===== src/rtl/ebss_pkg.sv =====
// Shared types, character codes and helpers for the blank section scanner.
`timescale 1ns / 1ps
package ebss_pkg;

  localparam int unsigned CpW   = 21;
  localparam int unsigned RsnW  = 3;
  localparam int unsigned QDepth = 4;
  localparam int unsigned QAw   = $clog2(QDepth);

  localparam logic [CpW-1:0] ChCaret  = CpW'(8'h5E);
  localparam logic [CpW-1:0] ChOpen   = CpW'(8'h5B);
  localparam logic [CpW-1:0] ChClose  = CpW'(8'h5D);
  localparam logic [CpW-1:0] ChBslash = CpW'(8'h5C);
  localparam logic [CpW-1:0] ChNul    = '0;

  localparam logic [RsnW-1:0] StopCaret  = 3'd0;
  localparam logic [RsnW-1:0] StopNul    = 3'd1;
  localparam logic [RsnW-1:0] StopEoi    = 3'd2;
  localparam logic [RsnW-1:0] StopWblank = 3'd3;
  localparam logic [RsnW-1:0] StopBslash = 3'd4;

  localparam logic KindChar = 1'b0;
  localparam logic KindStop = 1'b1;

  typedef enum logic [7:0] {
    PH_TOP       = 8'b0000_0001,
    PH_TOP_ESC   = 8'b0000_0010,
    PH_OPEN1     = 8'b0000_0100,
    PH_BLOCK     = 8'b0000_1000,
    PH_BLOCK_ESC = 8'b0001_0000,
    PH_WB        = 8'b0010_0000,
    PH_WB_ESC    = 8'b0100_0000,
    PH_WB_CLOSE1 = 8'b1000_0000
  } phase_e;

  typedef struct packed {
    logic            kind;
    logic [CpW-1:0]  chr;
    logic [RsnW-1:0] reason;
  } res_t;

  // One queued word: one or two results caused by a single input.
  typedef struct packed {
    logic two;
    res_t r0;
    res_t r1;
  } entry_t;

  function automatic res_t mk_char(logic [CpW-1:0] c);
    res_t r;
    r.kind   = KindChar;
    r.chr    = c;
    r.reason = '0;
    return r;
  endfunction

  function automatic res_t mk_stop(logic [RsnW-1:0] rsn);
    res_t r;
    r.kind   = KindStop;
    r.chr    = '0;
    r.reason = rsn;
    return r;
  endfunction

endpackage


===== src/rtl/ebss_front.sv =====
// Front end: accepts input words, runs the scan phase machine, builds result entries.
`timescale 1ns / 1ps
module ebss_front
  import ebss_pkg::*;
(
  input  logic           clk_i,
  input  logic           rst_ni,
  input  logic           cfg_we_i,
  input  logic           cfg_wdata_i,
  input  logic           in_valid_i,
  output logic           in_stall_o,
  input  logic [CpW-1:0] code_point_i,
  input  logic           end_of_input_i,
  input  logic           q_full_i,
  output logic           push_o,
  output entry_t         push_data_o
);

  phase_e phase_q, phase_d;
  logic   mode_q;
  logic   shadow_q, shadow_d;
  logic   accept;
  logic   any;
  entry_t ent;

  logic [CpW-1:0] c;
  logic           eoi;

  assign c          = code_point_i;
  assign eoi        = end_of_input_i;
  assign in_stall_o = q_full_i;
  assign accept     = in_valid_i && !q_full_i;

  always_comb begin
    phase_d  = phase_q;
    shadow_d = shadow_q;
    any      = 1'b0;
    ent      = '0;
    case (phase_q)
      PH_TOP: begin
        shadow_d = mode_q;
        if (eoi) begin
          any = 1'b1; ent.r0 = mk_stop(StopEoi);
        end else if (c == ChCaret) begin
          any = 1'b1; ent.r0 = mk_stop(StopCaret);
        end else if (c == ChNul) begin
          any = 1'b1; ent.r0 = mk_stop(StopNul);
        end else if (c == ChOpen) begin
          phase_d = PH_OPEN1;
        end else begin
          any = 1'b1; ent.r0 = mk_char(c);
          phase_d = (c == ChBslash) ? PH_TOP_ESC : PH_TOP;
        end
      end
      PH_TOP_ESC: begin
        any = 1'b1;
        phase_d = PH_TOP;
        if (eoi || c == ChNul) ent.r0 = mk_stop(StopBslash);
        else                   ent.r0 = mk_char(c);
      end
      PH_OPEN1: begin
        any = 1'b1;
        phase_d = PH_TOP;
        if (eoi) begin
          ent.two = 1'b1; ent.r0 = mk_char(ChOpen); ent.r1 = mk_stop(StopEoi);
        end else if (c == ChOpen) begin
          if (shadow_q) begin
            ent.two = 1'b1; ent.r0 = mk_char(ChOpen); ent.r1 = mk_char(ChOpen);
            phase_d = PH_WB;
          end else begin
            ent.r0 = mk_stop(StopWblank);
          end
        end else begin
          ent.r0 = mk_char(ChOpen);
          if (c != ChNul) begin
            ent.two = 1'b1; ent.r1 = mk_char(c);
            if (c == ChBslash)     phase_d = PH_BLOCK_ESC;
            else if (c != ChClose) phase_d = PH_BLOCK;
          end
        end
      end
      PH_BLOCK: begin
        phase_d = PH_TOP;
        if (eoi) begin
          any = 1'b1; ent.r0 = mk_stop(StopEoi);
        end else if (c != ChNul) begin
          any = 1'b1; ent.r0 = mk_char(c);
          if (c == ChBslash)     phase_d = PH_BLOCK_ESC;
          else if (c != ChClose) phase_d = PH_BLOCK;
        end
      end
      PH_BLOCK_ESC: begin
        any = 1'b1;
        if (eoi) begin
          ent.r0 = mk_stop(StopBslash); phase_d = PH_TOP;
        end else begin
          ent.r0 = mk_char(c); phase_d = PH_BLOCK;
        end
      end
      PH_WB, PH_WB_CLOSE1: begin
        phase_d = PH_TOP;
        if (eoi) begin
          any = 1'b1; ent.r0 = mk_stop(StopEoi);
        end else if (c != ChNul) begin
          any = 1'b1; ent.r0 = mk_char(c);
          if (c == ChBslash)                       phase_d = PH_WB_ESC;
          else if (c != ChClose)                   phase_d = PH_WB;
          else if (phase_q == PH_WB)               phase_d = PH_WB_CLOSE1;
        end
      end
      PH_WB_ESC: begin
        any = 1'b1;
        if (eoi) begin
          ent.r0 = mk_stop(StopBslash); phase_d = PH_TOP;
        end else begin
          ent.r0 = mk_char(c); phase_d = PH_WB;
        end
      end
      default: begin
        phase_d = PH_TOP;
      end
    endcase
  end

  assign push_o      = accept && any;
  assign push_data_o = ent;

  always_ff @(posedge clk_i or negedge rst_ni) begin
    if (!rst_ni) begin
      phase_q  <= PH_TOP;
      shadow_q <= 1'b0;
      mode_q   <= 1'b0;
    end else begin
      if (accept) begin
        phase_q  <= phase_d;
        shadow_q <= shadow_d;
      end
      if (cfg_we_i) mode_q <= cfg_wdata_i;
    end
  end

endmodule


===== src/rtl/ebss_queue.sv =====
// Short entry queue between the front end and the result sequencer.
`timescale 1ns / 1ps
module ebss_queue
  import ebss_pkg::*;
(
  input  logic   clk_i,
  input  logic   rst_ni,
  input  logic   push_i,
  input  entry_t push_data_i,
  output logic   full_o,
  output logic   empty_o,
  input  logic   pop_i,
  output entry_t head_o
);

  entry_t             mem_q [QDepth];
  logic [QAw-1:0]     wptr_q, rptr_q;
  logic [QAw:0]       cnt_q;

  assign full_o  = (cnt_q == (QAw+1)'(QDepth));
  assign empty_o = (cnt_q == '0);
  assign head_o  = mem_q[rptr_q];

  always_ff @(posedge clk_i) begin
    if (push_i) mem_q[wptr_q] <= push_data_i;
  end

  always_ff @(posedge clk_i or negedge rst_ni) begin
    if (!rst_ni) begin
      wptr_q <= '0;
      rptr_q <= '0;
      cnt_q  <= '0;
    end else begin
      if (push_i) wptr_q <= wptr_q + QAw'(1);
      if (pop_i)  rptr_q <= rptr_q + QAw'(1);
      if (push_i && !pop_i)      cnt_q <= cnt_q + (QAw+1)'(1);
      else if (pop_i && !push_i) cnt_q <= cnt_q - (QAw+1)'(1);
    end
  end

endmodule


===== src/rtl/ebss_back.sv =====
// Back end: unpacks queued entries into single result words in an output register.
`timescale 1ns / 1ps
module ebss_back
  import ebss_pkg::*;
(
  input  logic            clk_i,
  input  logic            rst_ni,
  input  logic            q_empty_i,
  input  entry_t          head_i,
  output logic            pop_o,
  output logic            out_valid_o,
  input  logic            out_stall_i,
  output logic            kind_o,
  output logic [CpW-1:0]  char_out_o,
  output logic [RsnW-1:0] stop_reason_o,
  output logic            last_o
);

  logic valid_q;
  logic sel_q;
  logic load;
  logic fin;
  res_t res_q;
  logic last_q;
  res_t pick;

  assign load = !q_empty_i && (!valid_q || !out_stall_i);
  assign fin  = sel_q || !head_i.two;
  assign pop_o = load && fin;
  assign pick  = sel_q ? head_i.r1 : head_i.r0;

  always_ff @(posedge clk_i or negedge rst_ni) begin
    if (!rst_ni) begin
      valid_q <= 1'b0;
      sel_q   <= 1'b0;
    end else begin
      if (load) begin
        valid_q <= 1'b1;
        sel_q   <= !fin;
      end else if (!out_stall_i) begin
        valid_q <= 1'b0;
      end
    end
  end

  always_ff @(posedge clk_i) begin
    if (load) begin
      res_q  <= pick;
      last_q <= fin;
    end
  end

  assign out_valid_o   = valid_q;
  assign kind_o        = res_q.kind;
  assign char_out_o    = res_q.chr;
  assign stop_reason_o = res_q.reason;
  assign last_o        = last_q;

endmodule


===== src/rtl/escaped_blank_section_scanner_unit.sv =====
// Path: a result word is written into the entry queue and then into the output register before it is valid.
// Throughput: one input per cycle; the output side issues one result per cycle while out_stall_i
//   is low, so an input that yields two results holds the result sequencer until both are issued. The four-entry
//   queue absorbs short runs of these; the input stalls only while the queue is full.
// Reset: rst_ni clears the phase machine, mode register, queue and output valid at once.
// Top level of the blank section scanner.
`timescale 1ns / 1ps
module escaped_blank_section_scanner_unit
  import ebss_pkg::*;
(
  input  logic            clk_i,
  input  logic            rst_ni,
  input  logic            cfg_we_i,
  input  logic            cfg_wdata_i,
  input  logic            in_valid_i,
  output logic            in_stall_o,
  input  logic [CpW-1:0]  code_point_i,
  input  logic            end_of_input_i,
  output logic            out_valid_o,
  input  logic            out_stall_i,
  output logic            kind_o,
  output logic [CpW-1:0]  char_out_o,
  output logic [RsnW-1:0] stop_reason_o,
  output logic            last_o
);

  logic   push, pop, full, empty;
  entry_t push_data, head;

  ebss_front u_front (
    .clk_i          (clk_i),
    .rst_ni         (rst_ni),
    .cfg_we_i       (cfg_we_i),
    .cfg_wdata_i    (cfg_wdata_i),
    .in_valid_i     (in_valid_i),
    .in_stall_o     (in_stall_o),
    .code_point_i   (code_point_i),
    .end_of_input_i (end_of_input_i),
    .q_full_i       (full),
    .push_o         (push),
    .push_data_o    (push_data)
  );

  ebss_queue u_queue (
    .clk_i       (clk_i),
    .rst_ni      (rst_ni),
    .push_i      (push),
    .push_data_i (push_data),
    .full_o      (full),
    .empty_o     (empty),
    .pop_i       (pop),
    .head_o      (head)
  );

  ebss_back u_back (
    .clk_i         (clk_i),
    .rst_ni        (rst_ni),
    .q_empty_i     (empty),
    .head_i        (head),
    .pop_o         (pop),
    .out_valid_o   (out_valid_o),
    .out_stall_i   (out_stall_i),
    .kind_o        (kind_o),
    .char_out_o    (char_out_o),
    .stop_reason_o (stop_reason_o),
    .last_o        (last_o)
  );

endmodule


===== config.mk =====
export PLATFORM = sky130hd
export DESIGN_NAME = escaped_blank_section_scanner_unit
export DESIGN_NICKNAME = d
export VERILOG_FILES = /design/src/rtl/ebss_pkg.sv /design/src/rtl/ebss_front.sv /design/src/rtl/ebss_queue.sv /design/src/rtl/ebss_back.sv /design/src/rtl/escaped_blank_section_scanner_unit.sv
export SDC_FILE = /design/constraint.sdc
export NUM_CORES = 1
export LEC_CHECK = 0
export BUFFER_PORTS_ARGS = -buffer_cell sky130_fd_sc_hd__buf_2
export CAP_MARGIN = 5
export CELL_PAD_IN_SITES_DETAIL_PLACEMENT = 1
export CELL_PAD_IN_SITES_GLOBAL_PLACEMENT = 1
export CORE_ASPECT_RATIO = 0.5
export CORE_MARGIN = 1.5
export CORE_UTILIZATION = 57
export DETAILED_ROUTE_END_ITERATION = 6
export GPL_ROUTABILITY_DRIVEN = 1
export MAX_ROUTING_LAYER = met4
export PLACE_DENSITY_LB_ADDON = 0.2
export RECOVER_POWER = 50
export REMOVE_ABC_BUFFERS = 1
export SLEW_MARGIN = 30
export SYNTH_ARGS = -nofsm -noshare
export SYNTH_HDL_FRONTEND = slang
export SYNTH_SLANG_ARGS = --single-unit

===== constraint.sdc =====
create_clock -name clk_i -period 6.9 [get_ports clk_i]
set_input_delay 0.345 -clock clk_i [delete_from_list [all_inputs] [get_ports clk_i]]
set_output_delay 0.345 -clock clk_i [all_outputs]
set_load 0.05 [all_outputs]

* Word-level counts from Yosys, hierarchy flattened *
Memory sizes are Yosys's and may differ from the RTL's.
Cells that the tools add are included.

storage, ports and cells
  output and inout port bits = 28
  input port bits = 28
  bits in registers = 45
  memories = 1
  RAM bits = 204

operators by class
  reduce and logical (&&, ||, !) cells = 27
  equal/unequal tests = 17
  add/sub/neg operators = 4
  multiplexer cells = 50

memories
  memory         depth  width  read ports  clocked after Yosys merged registers in  wr ports  RTL line          text
  u_queue.mem_q  4      51     1           0                                        1         ebss_queue.sv:16  entry_t mem_q [QDepth];

operators with widths
  cell                                                               count
  25-bit two-way mux                                                 9
  25-bit one-hot mux with 5 select lines                             1
  51-bit two-way mux                                                 2
  8-bit two-way mux                                                  12
  21-bit by 7-bit == test with 1-bit output (second input constant)  3
  24-bit two-way mux                                                 2
  8-bit one-hot mux with 6 select lines                              1
  21-bit zero test                                                   1
  21-bit by 7-bit != test with 1-bit output (second input constant)  1
  21-bit nonzero test                                                1
  1-bit two-way mux                                                  12
  6-bit two-way mux                                                  2
  10-bit two-way mux                                                 1
  5-bit two-way mux                                                  2
  8-bit by 1-bit == test with 1-bit output (second input constant)   1
  8-bit by 2-bit == test with 1-bit output (second input constant)   1
  8-bit by 3-bit == test with 1-bit output (second input constant)   1
  8-bit by 4-bit == test with 1-bit output (second input constant)   1
  8-bit by 5-bit == test with 1-bit output (second input constant)   1
  8-bit by 6-bit == test with 1-bit output (second input constant)   1
  8-bit by 7-bit == test with 1-bit output (second input constant)   1
  8-bit == test (second input constant)                              1
  1-bit zero test                                                    8
  4-bit two-way mux                                                  2
  other kinds (18)                                                   30

* Depth between registers and ports, before layout *
  depth in word-level cells = 11
  gate-level depth with buffers = 12
  depth with buffers taken out = 11

* Hierarchy *
A second synthesis with hierarchy kept.

second synthesis, totals
  cells, all modules = 575
  area total of the unflattened synthesis = 10550.1 um^2

by module, submodules not included
  module      instances  cells an instance  area each (um^2)  sequential area each (um^2)
  ebss_queue  1          301                7816.2            6301.0
  ebss_front  1          211                1460.2            251.5
  ebss_back   1          63                 1273.7            830.8

* Worst setup path before layout *
No wires, ideal clock.

  path type = register -> register
  start point = register u_queue.cnt_q[0]
  end point = register u_queue.cnt_q[1]
  library setup time = 0.125 ns
  clock period less this slack = 3.725 ns
  buffers on the path = 1
  slack = 3.175 ns
  arrival time = 3.601 ns
  cell stages (with the launch flop) = 10
  cells stage by stage = dfrtp_1 -> nor3b_1 -> nand2b_1 -> clkdlybuf4s50_1 -> or2b_1 -> a41oi_4 -> ha_1 -> inv_1 -> fa_1 -> mux2_2

on the way
  cells in the longest elaborated chain, start to end = 7
  elaborated cells between the ends (all ways) = 17

ends and longest elaborated chain
  item                          RTL line                                  text
  start: declaration            ebss_queue.sv:18                          logic [QAw:0] cnt_q;
  start signal: assignment      ebss_queue.sv:36                          if (push_i && !pop_i) cnt_q <= cnt_q + (QAw+1)'(1);
  start signal: assignment      ebss_queue.sv:37                          else if (pop_i && !push_i) cnt_q <= cnt_q - (QAw+1)'(1);
  3-bit == test (*)             ebss_queue.sv:20                          assign full_o = (cnt_q == (QAw+1)'(QDepth));
  via in_stall_o                escaped_blank_section_scanner_unit.sv:16  output logic in_stall_o,
  1-bit zero test (*)           ebss_front.sv:32                          assign accept = in_valid_i && !q_full_i;
  1-bit logical AND (*)         ebss_front.sv:32
  1-bit logical AND (*)         ebss_front.sv:125                         assign push_o = accept && any;
  via push                      escaped_blank_section_scanner_unit.sv:27  logic push, pop, full, empty;
  1-bit zero test               ebss_queue.sv:37
  1-bit logical AND             ebss_queue.sv:37
  2-bit nonzero test (no line)  --

Mark *: on every way through the listed nets, which the timed path passes. The rest lies on a longest branch. The select of a mux whose other input is x is not followed.
A chain may end at the register's enable or synchronous reset.

==> results summary <==
The fraction of final layout cells sized beyond drive strength 1 is 0.246. The fraction of the core area covered by cells at the end of the flow is 0.661. The ratio of final minimum period to clock period is 0.683. Across all layers, the routed design uses 5286 vias. The actual slew at the worst max-slew pin is between 4 and 5 ns. The maximum resistive drop on vdd is roughly 0.00025 V.

The number of cell rows is 33. The max-capacitance violation count came out at 2. The final hold violation count is 0. By area the synthesized netlist is led by edfxtp_1 66%, mux4_2 11%, dfrtp_1 4.5%. The power density over the cells came out at between 400 and 500 mW/mm2. The number of setup buffers added after CTS came out at 0.

The leakage power is around 3.8 nW. The area share of the leading cell type in the synthesized netlist came out at 0.661. For this run, design rule violations remaining after detail routing come to 0.

After clock tree synthesis, the clock-pin slew on the worst setup and hold paths is ~0.07 ns. In the layout the commonest cells are 218 x edfxtp_1, 48 x mux4_2, 35 x clkbuf_1. Based on the critical path, the design can be clocked at up to ~210 MHz.

The number of enable flip-flop cells after synthesis is ~220. The aggregate routed wire length came out at roughly 23 mm. The required time of the worst setup path is 7.16 ns.

The setup path with the least slack is of type reg -> reg. For the worst flop-to-flop path, the logic depth is 3. The total non-filler cell area in the finished layout came out at around 0.011 mm2. The largest fanout of any net on the critical path is 49.

The mean instance size in the synthesized netlist came out at approximately 18 um2. The via count of the first global-routing pass is approximately 5600. After detailed routing, the average wire length per cell comes to 27.4 um. The count of nets left with antenna violations once routing finished came out at 0.

Summed over all instances, the cell type with the most area after synthesis is edfxtp_1. The global placer's final weighted congestion is 0.888. The flow ran to the end, but the final reports show violations. The number of nets in the layout is 640. The category of cells accounting for the largest share of critical-path delay is buffers and inverters.

During synthesis, Yosys emitted a total of 0 warnings. In this run, CTS created clock tree buffers numbering 21. The overall routing resource usage is 0.275. The endpoint identified for the worst register-to-register timing path is u_back.char_out_o[14]$_DFFE_PP_. The clock latency on the worst-skew pair is slightly above 0.5 ns. The final setup skew came out at between 0.01 and 0.015 ns.

The critical path goes through clkbuf_1 -> mux4_2 -> mux2_2. On the critical path, the stage with the largest delay is an instance of clkbuf_1. The number of buffers added to fix hold violations after cts came out at 1. The residual overflow from global routing came out at 0. The count of final max-slew check failures came to 80. The remaining max-slew budget at the tightest pin is -1.76. The clock tree root driver cell is clkbuf_16. The cell area after synthesis is 0.00991 mm2. The number of antenna violations at the first check in global routing is 0. The detailed-placement wirelength estimate came out at about 14 mm. The reg-to-reg setup timing slack is 2.19 ns. The worst-case clock buffer depth came out at 3.

Setup violations remaining at the end of the flow were counted as 0. The commonest non-fill, non-tap cell in the layout is edfxtp_1. From bottom edge to top edge, the die measures roughly 96 um. The worst path arrival time is roughly 5.0 ns. The I/O pin count is 56. Following the worst setup path forward leads to its endpoint at u_back.char_out_o[14]$_DFFE_PP_. Entering global routing, the biggest net connects 50 pins. The post-synthesis to final-layout area growth is 11.2%. STA classifies the critical path endpoint as a flip-flop. The number of vias per cell came out at roughly 6.2. The number of clock sinks came out at around 240. The cell area reported after detailed placement came out at approximately 0.010 mm2. The count of state elements after synthesis came out at approximately 240.

The die covers 0.0182 mm2. Counting flops with an async set or reset pin after synthesis yields a share of 0.0802. The count of antenna diodes in the layout is 0.

TritonCTS built the clock tree. In this run the tool buffered the top-level ports with 55 buffer cells. For this run, the register share of the synthesized area comes to 0.709. The type of the most critical hold path is in -> reg.

Gates resized during post-CTS repair numbered 0. The number of different library cells in the post-synthesis netlist came out at 64. After the first detailed-routing iteration, the DRC count stood at between 500 and 600.

The total negative setup slack is 0 ns. The number of optimization iterations in the first detailed-route pass is 5. Counting buffers and inverters, the worst setup path is 3 cells deep. For this configuration, the core starts out at a cell density of 0.594.

The worst stage delay on the critical path is just under 3 ns. Setup repair after global routing left no endpoint under its margin. The number of buffers and inverters on the critical path is 1. The critical path launch point type is a flip-flop. Among all flip-flop cells after synthesis, the most frequent one is edfxtp_1.

Tracing the worst setup path back leads to its startpoint at u_queue.rptr_q[0]$_DFFE_PN0P_. The clock period could shrink to between 4 and 5 ns. Synthesis produced a netlist whose cell count is 541.

The chip width came out at 189 um. The worst hold slack came out at 0.0692 ns. In this run the standard cell core region covers approximately 0.017 mm2.

The startpoint of the lowest-slack register-to-register path is u_queue.rptr_q[0]$_DFFE_PN0P_. The wire length of the first global-routing pass came out at 34.9 mm. CTS built an H-tree with a depth of 1. The startpoint identified for the worst hold timing path is cfg_wdata_i. The checks that failed: capacitance limit, slew limit. The completed layout was analyzed and its total power is 4.77 mW.
## sequential cells by signal (all words and copies together) (netlist names)
name / flops
u_queue.mem_q: 192
u_back.char_out_o: 21
u_front.phase_q: 8
u_back.stop_reason_o: 3
u_queue.cnt_q: 3
u_queue.rptr_q: 2
u_queue.wptr_q: 2
u_back.kind_o: 1
u_back.last_o: 1
u_back.out_valid_o: 1
u_back.sel_q: 1
u_front.mode_q: 1
u_front.shadow_q: 1
## where the power goes
part	leakage (nW)	switching (mW)	total, mW	internal (mW)
Combinational	1.14	0.925	1.48	0.558
Clock	0.330	0.528	1.17	0.641
Sequential	2.28	0.121	2.12	2.00
Total	3.76	1.57	4.77	3.20
## synthesized netlist by cell type (4+ instances only)
master and number:
nor4_4 4, clkbuf_1 14, nand3_1 5, and2_2 6, dfrtp_1 18, xnor2_1 4
buf_1 4, nor2_1 16, and2_1 30, nand4b_1 4, mux2_2 24, nor3_1 6
a21o_1 5, mux4_2 48, inv_1 9, o31ai_1 4, nand2b_1 4, ha_1 5
a21oi_1 13, xor2_1 6, nand2_1 29, o21ai_0 7, edfxtp_1 218
## cell type report
| class | count | area [um2] |
|---|---|---|
| clock buffers | 24 | 537 |
| clock inverters | 14 | 130 |
| fillers | 1455 | 5660 |
| inverters | 9 | 33.8 |
| multi-input cells | 272 | 2710 |
| flip-flops and latches | 237 | 7030 |
| well taps | 227 | 284 |
| repair buffers | 65 | 305 |
## metal layers
layer / GRT usage / part of all wire / wire, um
met2: 0.450 / 0.49 / 11400
met5: - / 0 / 0
met3: 0.0423 / 0.060 / 1410
met4: 0.0575 / 0.019 / 439
met1: 0.376 / 0.43 / 10000
## worst min-delay path by stage
| stage | to | slack, ns | cells after the start |
|---|---|---|---|
| final | u_front.mode_q$_DFFE_PN0P_ | 0.07 | 2 |
| after global routing | u_front.mode_q$_DFFE_PN0P_ | 0.06 | 2 |
| after CTS | u_front.mode_q$_DFFE_PN0P_ | 0.06 | 2 |
| after detailed placement | u_front.mode_q$_DFFE_PN0P_ | 0.31 | 1 |
| after global placement | u_front.mode_q$_DFFE_PN0P_ | 0.31 | 1 |
| after floorplan | u_back.out_valid_o$_DFFE_PN0P_ | 0.05 | 0 |
## kinds of logic (layout without fill, tap and decap cells)
family	count (synthesis)	in the layout	share of synthesized area
AO/OA/AOI/OAI	49	49	0.0364
XOR/XNOR	10	10	0.00884
AND/OR/NAND/NOR	130	130	0.0817
flip-flops	237	237	0.709
buffers and inverters	32	112	0.0139
adder cells (fa/ha/maj)	6	6	0.00833
multiplexers	77	77	0.142
## stage by stage
stage	std cells	worst slack (ns)
2_1_floorplan	518	2.90
3_3_place_gp	809	3.48
6_report	848	2.19
4_1_cts	848	3.36
3_5_place_dp	809	3.37
5_1_grt	848	1.58
(Power assumes the default switching activity.)
